--- src/sv/bmhc_pkg.sv ---
// Package for the blind motor H-bridge controller.
// Holds word types, command and status codes, register indexes and reset values.
// No dependencies.
package bmhc_pkg;

   // Default full-scale PWM count, handed to the top level parameter.
   localparam int unsigned PWM_FULL_DEFAULT = 1023;

   // Target = floor(speed * full / 100), computed as (speed * recip) >> shift.
   localparam int unsigned RECIP_SHIFT = 14;

   localparam int unsigned SPEED_W = 7;
   localparam int unsigned DUR_W   = 20;
   localparam int unsigned CSR_IDX_W  = 2;
   localparam int unsigned CSR_DATA_W = 20;

   // Register indexes on the write port.
   localparam logic [CSR_IDX_W-1:0] CSR_SPEED     = 2'd0;
   localparam logic [CSR_IDX_W-1:0] CSR_OPEN_DUR  = 2'd1;
   localparam logic [CSR_IDX_W-1:0] CSR_CLOSE_DUR = 2'd2;

   localparam logic [SPEED_W-1:0] SPEED_RESET     = 7'd100;
   localparam logic [DUR_W-1:0]   OPEN_DUR_RESET  = 20'd30000;
   localparam logic [DUR_W-1:0]   CLOSE_DUR_RESET = 20'd30000;

   // Command codes carried in the func field.
   localparam logic [2:0] FN_MS_TICK    = 3'd0;
   localparam logic [2:0] FN_RAMP_TICK  = 3'd1;
   localparam logic [2:0] FN_OPEN       = 3'd2;
   localparam logic [2:0] FN_CLOSE      = 3'd3;
   localparam logic [2:0] FN_OPEN_WAIT  = 3'd4;
   localparam logic [2:0] FN_CLOSE_WAIT = 3'd5;
   localparam logic [2:0] FN_BRAKE      = 3'd6;
   localparam logic [2:0] FN_CANCEL     = 3'd7;

   // Motor direction.
   localparam logic DIR_OPEN  = 1'b0;
   localparam logic DIR_CLOSE = 1'b1;

   typedef enum logic [1:0] {
      ST_OPENED = 2'd0,
      ST_CLOSED = 2'd1,
      ST_UNDEF  = 2'd2
   } status_type;

   typedef struct packed {
      logic [2:0] func;
      logic       force_req;
   } req_type;

   typedef struct packed {
      logic       accepted;
      logic [1:0] blind_status;
      logic       motor_dir;
      logic       bridge_disable;
      logic [9:0] pwm_level;
      logic       led_on;
      logic       status_event;
   } rsp_type;

endpackage

--- src/sv/blind_motor_hbridge_controller.sv ---
// Top level of the blind motor H-bridge controller.
// Depends on bmhc_pkg for word types, command codes and register indexes.
//
// Usage:
//   req channel (valid/ready) carries one command word: a ms tick, a ramp tick,
//   open/close (optionally with a timed stop), brake or cancel-timers.
//   rsp channel (valid/ready) returns exactly one word per request with the
//   accept flag, blind status, direction, bridge disable, PWM level, LED and
//   the timer-expiry event, all as they stand after the command.
//   csr port is a plain write port: speed in percent, open and close run
//   times in milliseconds. Write it only while no word is in flight.
// Timing:
//   All state updates in the cycle a request is taken; the response is registered in
//   the output register. One word per cycle sustained while rsp_ready stays high.
//   A skid register behind the output register lets one more request in while
//   the receiver stalls; req_ready drops only when both are full.
// Reset:
//   Synchronous, active high. Status opened, bridge disabled (coasting), PWM
//   and timers cleared, registers back to 100 percent and 30000 ms.
module blind_motor_hbridge_controller
   import bmhc_pkg::*;
#(
   parameter int unsigned PWM_FULL = PWM_FULL_DEFAULT
) (
   input  logic                  clock,
   input  logic                  reset,
   input  logic                  req_valid,
   output logic                  req_ready,
   input  req_type               req_word,
   output logic                  rsp_valid,
   input  logic                  rsp_ready,
   output rsp_type               rsp_word,
   input  logic                  csr_wr_en,
   input  logic [CSR_IDX_W-1:0]  csr_index,
   input  logic [CSR_DATA_W-1:0] csr_wdata
);

   // PWM width follows the full-scale count.
   localparam int unsigned PWM_W   = $clog2(PWM_FULL + 1);
   // Reciprocal of 100 scaled by full scale, rounded up; exact for 7-bit speeds.
   localparam longint unsigned RECIP_VAL =
      ((longint'(PWM_FULL) << RECIP_SHIFT) + 99) / 100;
   localparam int unsigned RECIP_W = $clog2(RECIP_VAL + 1);
   localparam int unsigned PROD_W  = SPEED_W + RECIP_W;
   localparam int unsigned QUOT_W  = PROD_W - RECIP_SHIFT;
   localparam logic [RECIP_W-1:0] RECIP  = RECIP_W'(RECIP_VAL);
   localparam logic [QUOT_W-1:0]  FULL_Q = QUOT_W'(PWM_FULL);
   localparam logic [PWM_W-1:0]   FULL_P = PWM_W'(PWM_FULL);

   // Configuration registers.
   logic [SPEED_W-1:0] speed_ff;
   logic [DUR_W-1:0]   open_dur_ff;
   logic [DUR_W-1:0]   close_dur_ff;

   // Controller state.
   status_type       status_ff, status_in;
   logic             dir_ff, dir_in;
   logic             disable_ff, disable_in;
   logic             led_ff, led_in;
   logic [PWM_W-1:0] pwm_ff, pwm_in;
   logic [PWM_W-1:0] target_ff, target_in;
   logic [DUR_W-1:0] open_left_ff, open_left_in;
   logic [DUR_W-1:0] close_left_ff, close_left_in;
   logic             open_armed_ff, open_armed_in;
   logic             close_armed_ff, close_armed_in;

   // Output register and skid register.
   logic    rsp_valid_ff;
   rsp_type rsp_word_ff;
   logic    skid_valid_ff;
   rsp_type skid_word_ff;

   logic             push;
   logic             pop;
   logic             acc;
   logic             evt;
   logic             move_req;
   logic             move_dir;
   logic             arm_open;
   logic             arm_close;
   logic             refuse;
   logic [DUR_W-1:0] open_dec;
   logic [DUR_W-1:0] close_dec;
   logic [PROD_W-1:0] speed_prod;
   logic [QUOT_W-1:0] speed_quot;
   logic [PWM_W-1:0]  ramp_goal;
   logic [PWM_W+9:0]  pwm_ext;
   rsp_type           new_word;

   assign push      = req_valid & req_ready;
   assign pop       = rsp_valid_ff & rsp_ready;
   assign req_ready = ~skid_valid_ff;
   assign rsp_valid = rsp_valid_ff;
   assign rsp_word  = rsp_word_ff;

   // Ramp target from speed, saturated at full scale for speeds above 100.
   assign speed_prod = PROD_W'(speed_ff) * PROD_W'(RECIP);
   assign speed_quot = speed_prod[PROD_W-1:RECIP_SHIFT];
   assign ramp_goal  = (speed_quot > FULL_Q) ? FULL_P : speed_quot[PWM_W-1:0];

   // Countdowns stick at zero.
   assign open_dec  = (open_left_ff != '0) ? open_left_ff - 1'b1 : '0;
   assign close_dec = (close_left_ff != '0) ? close_left_ff - 1'b1 : '0;

   // Next state for the word on the request side.
   always_comb begin
      status_in      = status_ff;
      dir_in         = dir_ff;
      disable_in     = disable_ff;
      led_in         = led_ff;
      pwm_in         = pwm_ff;
      target_in      = target_ff;
      open_left_in   = open_left_ff;
      close_left_in  = close_left_ff;
      open_armed_in  = open_armed_ff;
      close_armed_in = close_armed_ff;
      acc            = 1'b1;
      evt            = 1'b0;
      move_req       = 1'b0;
      move_dir       = DIR_OPEN;
      arm_open       = 1'b0;
      arm_close      = 1'b0;
      refuse         = 1'b0;

      unique case (req_word.func)
         FN_MS_TICK: begin
            // Open expiry first, then close: close wins when both expire.
            if (open_armed_ff) begin
               open_left_in = open_dec;
               if (open_dec == '0) begin
                  open_armed_in = 1'b0;
                  disable_in    = 1'b0;
                  pwm_in        = '0;
                  target_in     = '0;
                  led_in        = 1'b0;
                  status_in     = ST_OPENED;
                  evt           = 1'b1;
               end
            end
            if (close_armed_ff) begin
               close_left_in = close_dec;
               if (close_dec == '0) begin
                  close_armed_in = 1'b0;
                  disable_in     = 1'b0;
                  pwm_in         = '0;
                  target_in      = '0;
                  led_in         = 1'b0;
                  status_in      = ST_CLOSED;
                  evt            = 1'b1;
               end
            end
         end
         FN_RAMP_TICK: begin
            if (pwm_ff < target_ff) begin
               pwm_in = pwm_ff + 1'b1;
            end
         end
         FN_OPEN: begin
            move_req = 1'b1;
            move_dir = DIR_OPEN;
         end
         FN_CLOSE: begin
            move_req = 1'b1;
            move_dir = DIR_CLOSE;
         end
         FN_OPEN_WAIT: begin
            move_req = 1'b1;
            move_dir = DIR_OPEN;
            arm_open = 1'b1;
         end
         FN_CLOSE_WAIT: begin
            move_req  = 1'b1;
            move_dir  = DIR_CLOSE;
            arm_close = 1'b1;
         end
         FN_BRAKE: begin
            disable_in = 1'b0;
            pwm_in     = '0;
            target_in  = '0;
            led_in     = 1'b0;
         end
         FN_CANCEL: begin
            open_armed_in  = 1'b0;
            close_armed_in = 1'b0;
         end
      endcase

      if (move_req) begin
         // Refuse a move into the state the blind already reports.
         refuse = ~req_word.force_req &
                  (status_ff == ((move_dir == DIR_CLOSE) ? ST_CLOSED : ST_OPENED));
         if (refuse) begin
            acc = 1'b0;
         end else begin
            status_in = ST_UNDEF;
            // Leave the drive alone when already running this way.
            if (!(dir_ff == move_dir && pwm_ff != '0 && !disable_ff)) begin
               led_in     = 1'b1;
               dir_in     = move_dir;
               pwm_in     = '0;
               disable_in = 1'b0;
               target_in  = ramp_goal;
            end
            if (arm_open) begin
               open_left_in  = open_dur_ff;
               open_armed_in = 1'b1;
            end
            if (arm_close) begin
               close_left_in  = close_dur_ff;
               close_armed_in = 1'b1;
            end
         end
      end
   end

   assign pwm_ext = {10'd0, pwm_in};

   always_comb begin
      new_word.accepted       = acc;
      new_word.blind_status   = status_in;
      new_word.motor_dir      = dir_in;
      new_word.bridge_disable = disable_in;
      new_word.pwm_level      = pwm_ext[9:0];
      new_word.led_on         = led_in;
      new_word.status_event   = evt;
   end

   // Configuration writes.
   always_ff @(posedge clock) begin
      if (reset) begin
         speed_ff     <= SPEED_RESET;
         open_dur_ff  <= OPEN_DUR_RESET;
         close_dur_ff <= CLOSE_DUR_RESET;
      end else if (csr_wr_en) begin
         if (csr_index == CSR_SPEED) begin
            speed_ff <= csr_wdata[SPEED_W-1:0];
         end
         if (csr_index == CSR_OPEN_DUR) begin
            open_dur_ff <= csr_wdata[DUR_W-1:0];
         end
         if (csr_index == CSR_CLOSE_DUR) begin
            close_dur_ff <= csr_wdata[DUR_W-1:0];
         end
      end
   end

   // Advance the controller state on each accepted word.
   always_ff @(posedge clock) begin
      if (reset) begin
         status_ff      <= ST_OPENED;
         dir_ff         <= DIR_OPEN;
         disable_ff     <= 1'b1;
         led_ff         <= 1'b0;
         pwm_ff         <= '0;
         target_ff      <= '0;
         open_left_ff   <= '0;
         close_left_ff  <= '0;
         open_armed_ff  <= 1'b0;
         close_armed_ff <= 1'b0;
      end else if (push) begin
         status_ff      <= status_in;
         dir_ff         <= dir_in;
         disable_ff     <= disable_in;
         led_ff         <= led_in;
         pwm_ff         <= pwm_in;
         target_ff      <= target_in;
         open_left_ff   <= open_left_in;
         close_left_ff  <= close_left_in;
         open_armed_ff  <= open_armed_in;
         close_armed_ff <= close_armed_in;
      end
   end

   // Output register with skid: hold the response while stalled, park the
   // next one in the skid register, drain the skid first.
   always_ff @(posedge clock) begin
      if (reset) begin
         rsp_valid_ff  <= 1'b0;
         skid_valid_ff <= 1'b0;
      end else if (skid_valid_ff) begin
         if (pop) begin
            skid_valid_ff <= 1'b0;
         end
      end else if (push) begin
         if (!rsp_valid_ff || pop) begin
            rsp_valid_ff <= 1'b1;
         end else begin
            skid_valid_ff <= 1'b1;
         end
      end else if (pop) begin
         rsp_valid_ff <= 1'b0;
      end
   end

   always_ff @(posedge clock) begin
      if (skid_valid_ff) begin
         if (pop) begin
            rsp_word_ff <= skid_word_ff;
         end
      end else if (push) begin
         if (!rsp_valid_ff || pop) begin
            rsp_word_ff <= new_word;
         end else begin
            skid_word_ff <= new_word;
         end
      end
   end

endmodule

--- config.mk ---
export PLATFORM = sky130hd
export DESIGN_NAME = blind_motor_hbridge_controller
export DESIGN_NICKNAME = d
export VERILOG_FILES = /design/src/sv/bmhc_pkg.sv /design/src/sv/blind_motor_hbridge_controller.sv
export SDC_FILE = /design/constraint.sdc
export NUM_CORES = 1
export LEC_CHECK = 0
export BUFFER_PORTS_ARGS = -buffer_cell sky130_fd_sc_hd__buf_4
export CAP_MARGIN = 30
export CORE_MARGIN = 8
export CORE_UTILIZATION = 55
export DETAILED_ROUTE_END_ITERATION = 10
export GPL_TIMING_DRIVEN = 0
export HOLD_SLACK_MARGIN = 0.1
export PLACE_DENSITY = 0.73
export SYNTH_ARGS = -nofsm -noshare
export SYNTH_HDL_FRONTEND = slang
export SYNTH_SLANG_ARGS = --single-unit
--- constraint.sdc ---
create_clock -name clock -period 5.4 [get_ports clock]
set_input_delay 1.08 -clock clock [delete_from_list [all_inputs] [get_ports clock]]
set_output_delay 1.08 -clock clock [all_outputs]
set_load 0.005 [all_outputs]
==> run_results.csv <==
group,metric,value,unit
yosys,async_reset_ff_share,0,%
yosys,syn_inst,1213,
finish,area_growth,12.5,%
setup_path,worst_path_max_delay_cell,"fa_1",
hold_path,min_path_type,"flop to flop",
setup_path,critPathBufInv,3,
global_route,grt_antenna_before_repair,0,
floorplanning,die_h,150,microns
finish,diodes,0,
route,drt-total-wl,28400,microns
finish,layout_common_cells,"nand2_1 (164), nor2_1 (128), dfxtp_1 (114)",
finish,multi_input_area,5990,sq um
finish,mostFrequentLayoutCell,"nand2_1",
finish,layout-drive-gt1-share,9.05,%
power,fin_total_pwr,3.28,mW
placement,dp_cells,1490,
sta,fin_crit_sh,95.5,%
cts,clock-sinks,150,
finish,fin_cells,1522,
yosys,syn_area,9860,sq um
power,leakagePower,4.44,nW
floorplanning,fp.dieW,150,microns
sta,fmaxAchievable,0.194,GHz
power,p_sw_share,34.4,%
finish,fillers,1625,
global_route,grtUsageTotal,25.4,%
placement,place_congestion,0.957,
yosys,synth_top_cell_by_area,"dfxtp_1",
placement,port_buffers,47,
cts,clockBufferDepth,2,
setup_path,path_class,"flop to flop",
yosys,ys_top_cells_by_area,"dfxtp_1 (24%), edfxtp_1 (10%), ha_1 (9.3%), nand2_1 (6.2%), a21oi_1 (5.5%)",
run,drv_cap,0,
cts,cts-root-buf,"clkbuf_16",
yosys,synth-edff-count,34,
cts,htree_levels,4,
finish,final_nets,1406,
floorplanning,start_util,55.5,%
floorplanning,core_area,17800,sq um
power,power.internal,2.15,mW
setup_path,path_max_fanout,10,
setup_path,path_delay_family,"adder cells",
global_route,overflow,0,
setup_path,startpoint_type,"flop",
outcome,run_status,"complete, no violations",
sta,finClkSkew,0.0112,ns
floorplanning,num_io_pins,50,
yosys,synth_nets,1339,
route,ant_nets,0,
setup_path,required,5.69,ns
route,drtIter0Drc,875,
setup_path,crit_top_cell,"fa_1",
cts,post_cts_buffers,0,
cts,clock_insertion_delay_worst_skew,0.44,ns
yosys,ys_seq_elements,150,
power,vdd_drop_max,0.243,mV
setup_path,critPathArrivalTime,5.45,ns
global_route,grt_pass1_vias,8647,
sta,hold_viol_final,0,
power,p_seq_share,38.0,%
yosys,synth_seq_area_share,33.9,%
route,firstDrtPassIters,6,
sta,slew_headroom,40.2,%
yosys,synth-main-ff-cell,"dfxtp_1",
power,cellPowerDensity,296,nW/um^2
route,viasPerCell,6.14,
route,drc_errors,0,
sta,finalSetupViolCount,0,
power,power_frac_comb,27.8,%
power,switchingPower,1.13,mW
route,vias,9344,
sta,fin_crit,5.16,ns
yosys,syn_avg_cell_area,8.13,sq um
sta,tightest_slew,0.897,ns
yosys,synth.distinct_cells,74,
global_route,grt_max_degree,18,
cts,cts_tree,"built",
route,wire_per_inst,18.7,microns
cts,numCtsBuffers,17,
global_route,grt_pass1_wl,45500,microns
setup_path,path_cells,"ha_1 > fa_1 > inv_1 > fa_1 > fa_1 > inv_1 > ha_1 > a211o_1 > a21oi_1 > a21bo_2 > a31oi_2 > a31oi_4 > o21ai_0 > xor2_2 > clkbuf_2 > a221oi_1 > a21oi_1",
cts,clk_pin_slew,0.07,ns
setup_path,endpoint_kind,"flop",
yosys,netlist.area_leader.share,23.5,%
power,clkPwrFrac,34.2,%
setup_path,cpPeakStageDelay,0.57,ns
floorplanning,die-area,22500,sq um
floorplanning,rows,49,
finish,seq_area,3350,sq um
yosys,yosysWarnings,0,
sta,drv_slew,0,
placement,dp_hpwl,21400,microns
==> registers in the layout (all words and copies together), names as in the netlist <==
signal and cells:
open_dur_ff 20, disable_ff 1, speed_ff 7, led_ff 1, rsp_valid 1, target_ff 10, close_left_ff 20, skid_valid_ff 1
rsp_word 17, skid_word_ff 17, open_armed_ff 1, pwm_ff 10, close_armed_ff 1, status_ff 2, open_left_ff 20, close_dur_ff 20
dir_ff 1
==> logic make-up after synthesis <==
logic type	Yosys count	synth area share (%)
AOI/OAI and AO/OA	323	21.1
xor gates and xnor gates	22	1.95
adders and majority gates	95	13.7
buffers and inverters	143	5.67
DFF	150	33.9
muxes	12	1.32
and+or+nand+nor	468	22.3
==> Yosys cell counts (all sizes together) (4+ instances only) <==
cell type / n
a211o: 7
inv: 68
dfxtp: 116
o211ai: 18
o31a: 4
nand2: 165
o21a: 4
nand3b: 21
a21oi: 109
or3: 12
nor3: 50
a221oi: 9
edfxtp: 34
nor2b: 5
a211oi: 18
nand3: 23
o31ai: 18
mux2: 8
mux2i: 4
xor2: 7
buf: 12
o311ai: 15
or4: 4
nand4: 8
o22ai: 5
xnor2: 15
a311oi: 4
fa: 22
a21o: 9
and3: 6
a31oi: 14
o41ai: 4
nor4: 25
o21ai: 65
nor2: 128
clkbuf: 63
nand2b: 7
ha: 73
==> layer usage <==
layer,global-route usage [%],part of all wire (%),up-vias
met4,8.05,1.7,0
met2,40.2,45,366
met3,3.75,7.0,39
met1,35.1,46,4432
li1,-,-,4507
met5,0,0,-
==> path summary, 6_finish.rpt <==
kind	startpoint	to	slack [ns]	depth (start not counted)
max	speed_ff[6]	target_ff[8]	0.24	17
min	open_dur_ff[17]	open_dur_ff[17]	0.46	2
max reg2reg	speed_ff[6]	target_ff[8]	0.24	17
min reg2reg	open_dur_ff[17]	open_dur_ff[17]	0.46	2
==> worst reg2reg max path, stage by stage, from the launching register on <==
cell and delay, ns:
dfxtp_1 0.51, ha_1 0.36, fa_1 0.57, inv_1 0.06
fa_1 0.47, fa_1 0.52, inv_1 0.04, ha_1 0.30
a211o_1 0.26, a21oi_1 0.26, a21bo_2 0.21, a31oi_2 0.08
a31oi_4 0.33, o21ai_0 0.19, xor2_2 0.23, clkbuf_2 0.23
a221oi_1 0.29, a21oi_1 0.10
==> through the flow <==
step	cell area [sq um]	setup TNS (ns)	hold slack [ns]	util, %	setup slack, ns
5_1_grt	11100	-0.00463	0.473	62.4	-0.00463
3_5_place_dp	10500	-1.84	0.448	59.1	-0.278
2_1_floorplan	9860	0	0.433	-	0.616
3_3_place_gp	10500	-0.952	0.445	59.1	-0.168
4_1_cts	11100	0	0.458	62.3	0.0980
6_report	11100	0	0.459	62.4	0.242
==> power groups by stage <==
stage | Combinational [mW] | Clock (mW) | Sequential [mW]
final | 0.914 | 1.12 | 1.25
after global routing | 1.02 | 1.17 | 1.25
after CTS | 0.900 | 1.12 | 1.25
after detailed placement | 0.887 | 0 | 1.27
after global placement | 0.866 | 0 | 1.27
after floorplan | 0.644 | 0 | 1.26
==> area by class of cell <==
class / count / area share [%]
plain buffers: 75 / 2.75
clock buffers: 17 / 3.84
clock inverters: 15 / 1.11
inverters: 68 / 2.30
multi-input cells: 920 / 54.0
flip-flops and latches: 150 / 30.2
well taps: 229 / 2.58
repair buffers: 48 / 3.23
==> timing repair <==
action	in CTS	in global routing
pin swaps	0	0
gates resized for setup	3	4
hold buffers	0	0
setup endpoints to repair	9	9
No activity file was read; power rests on OpenSTA's default activity.
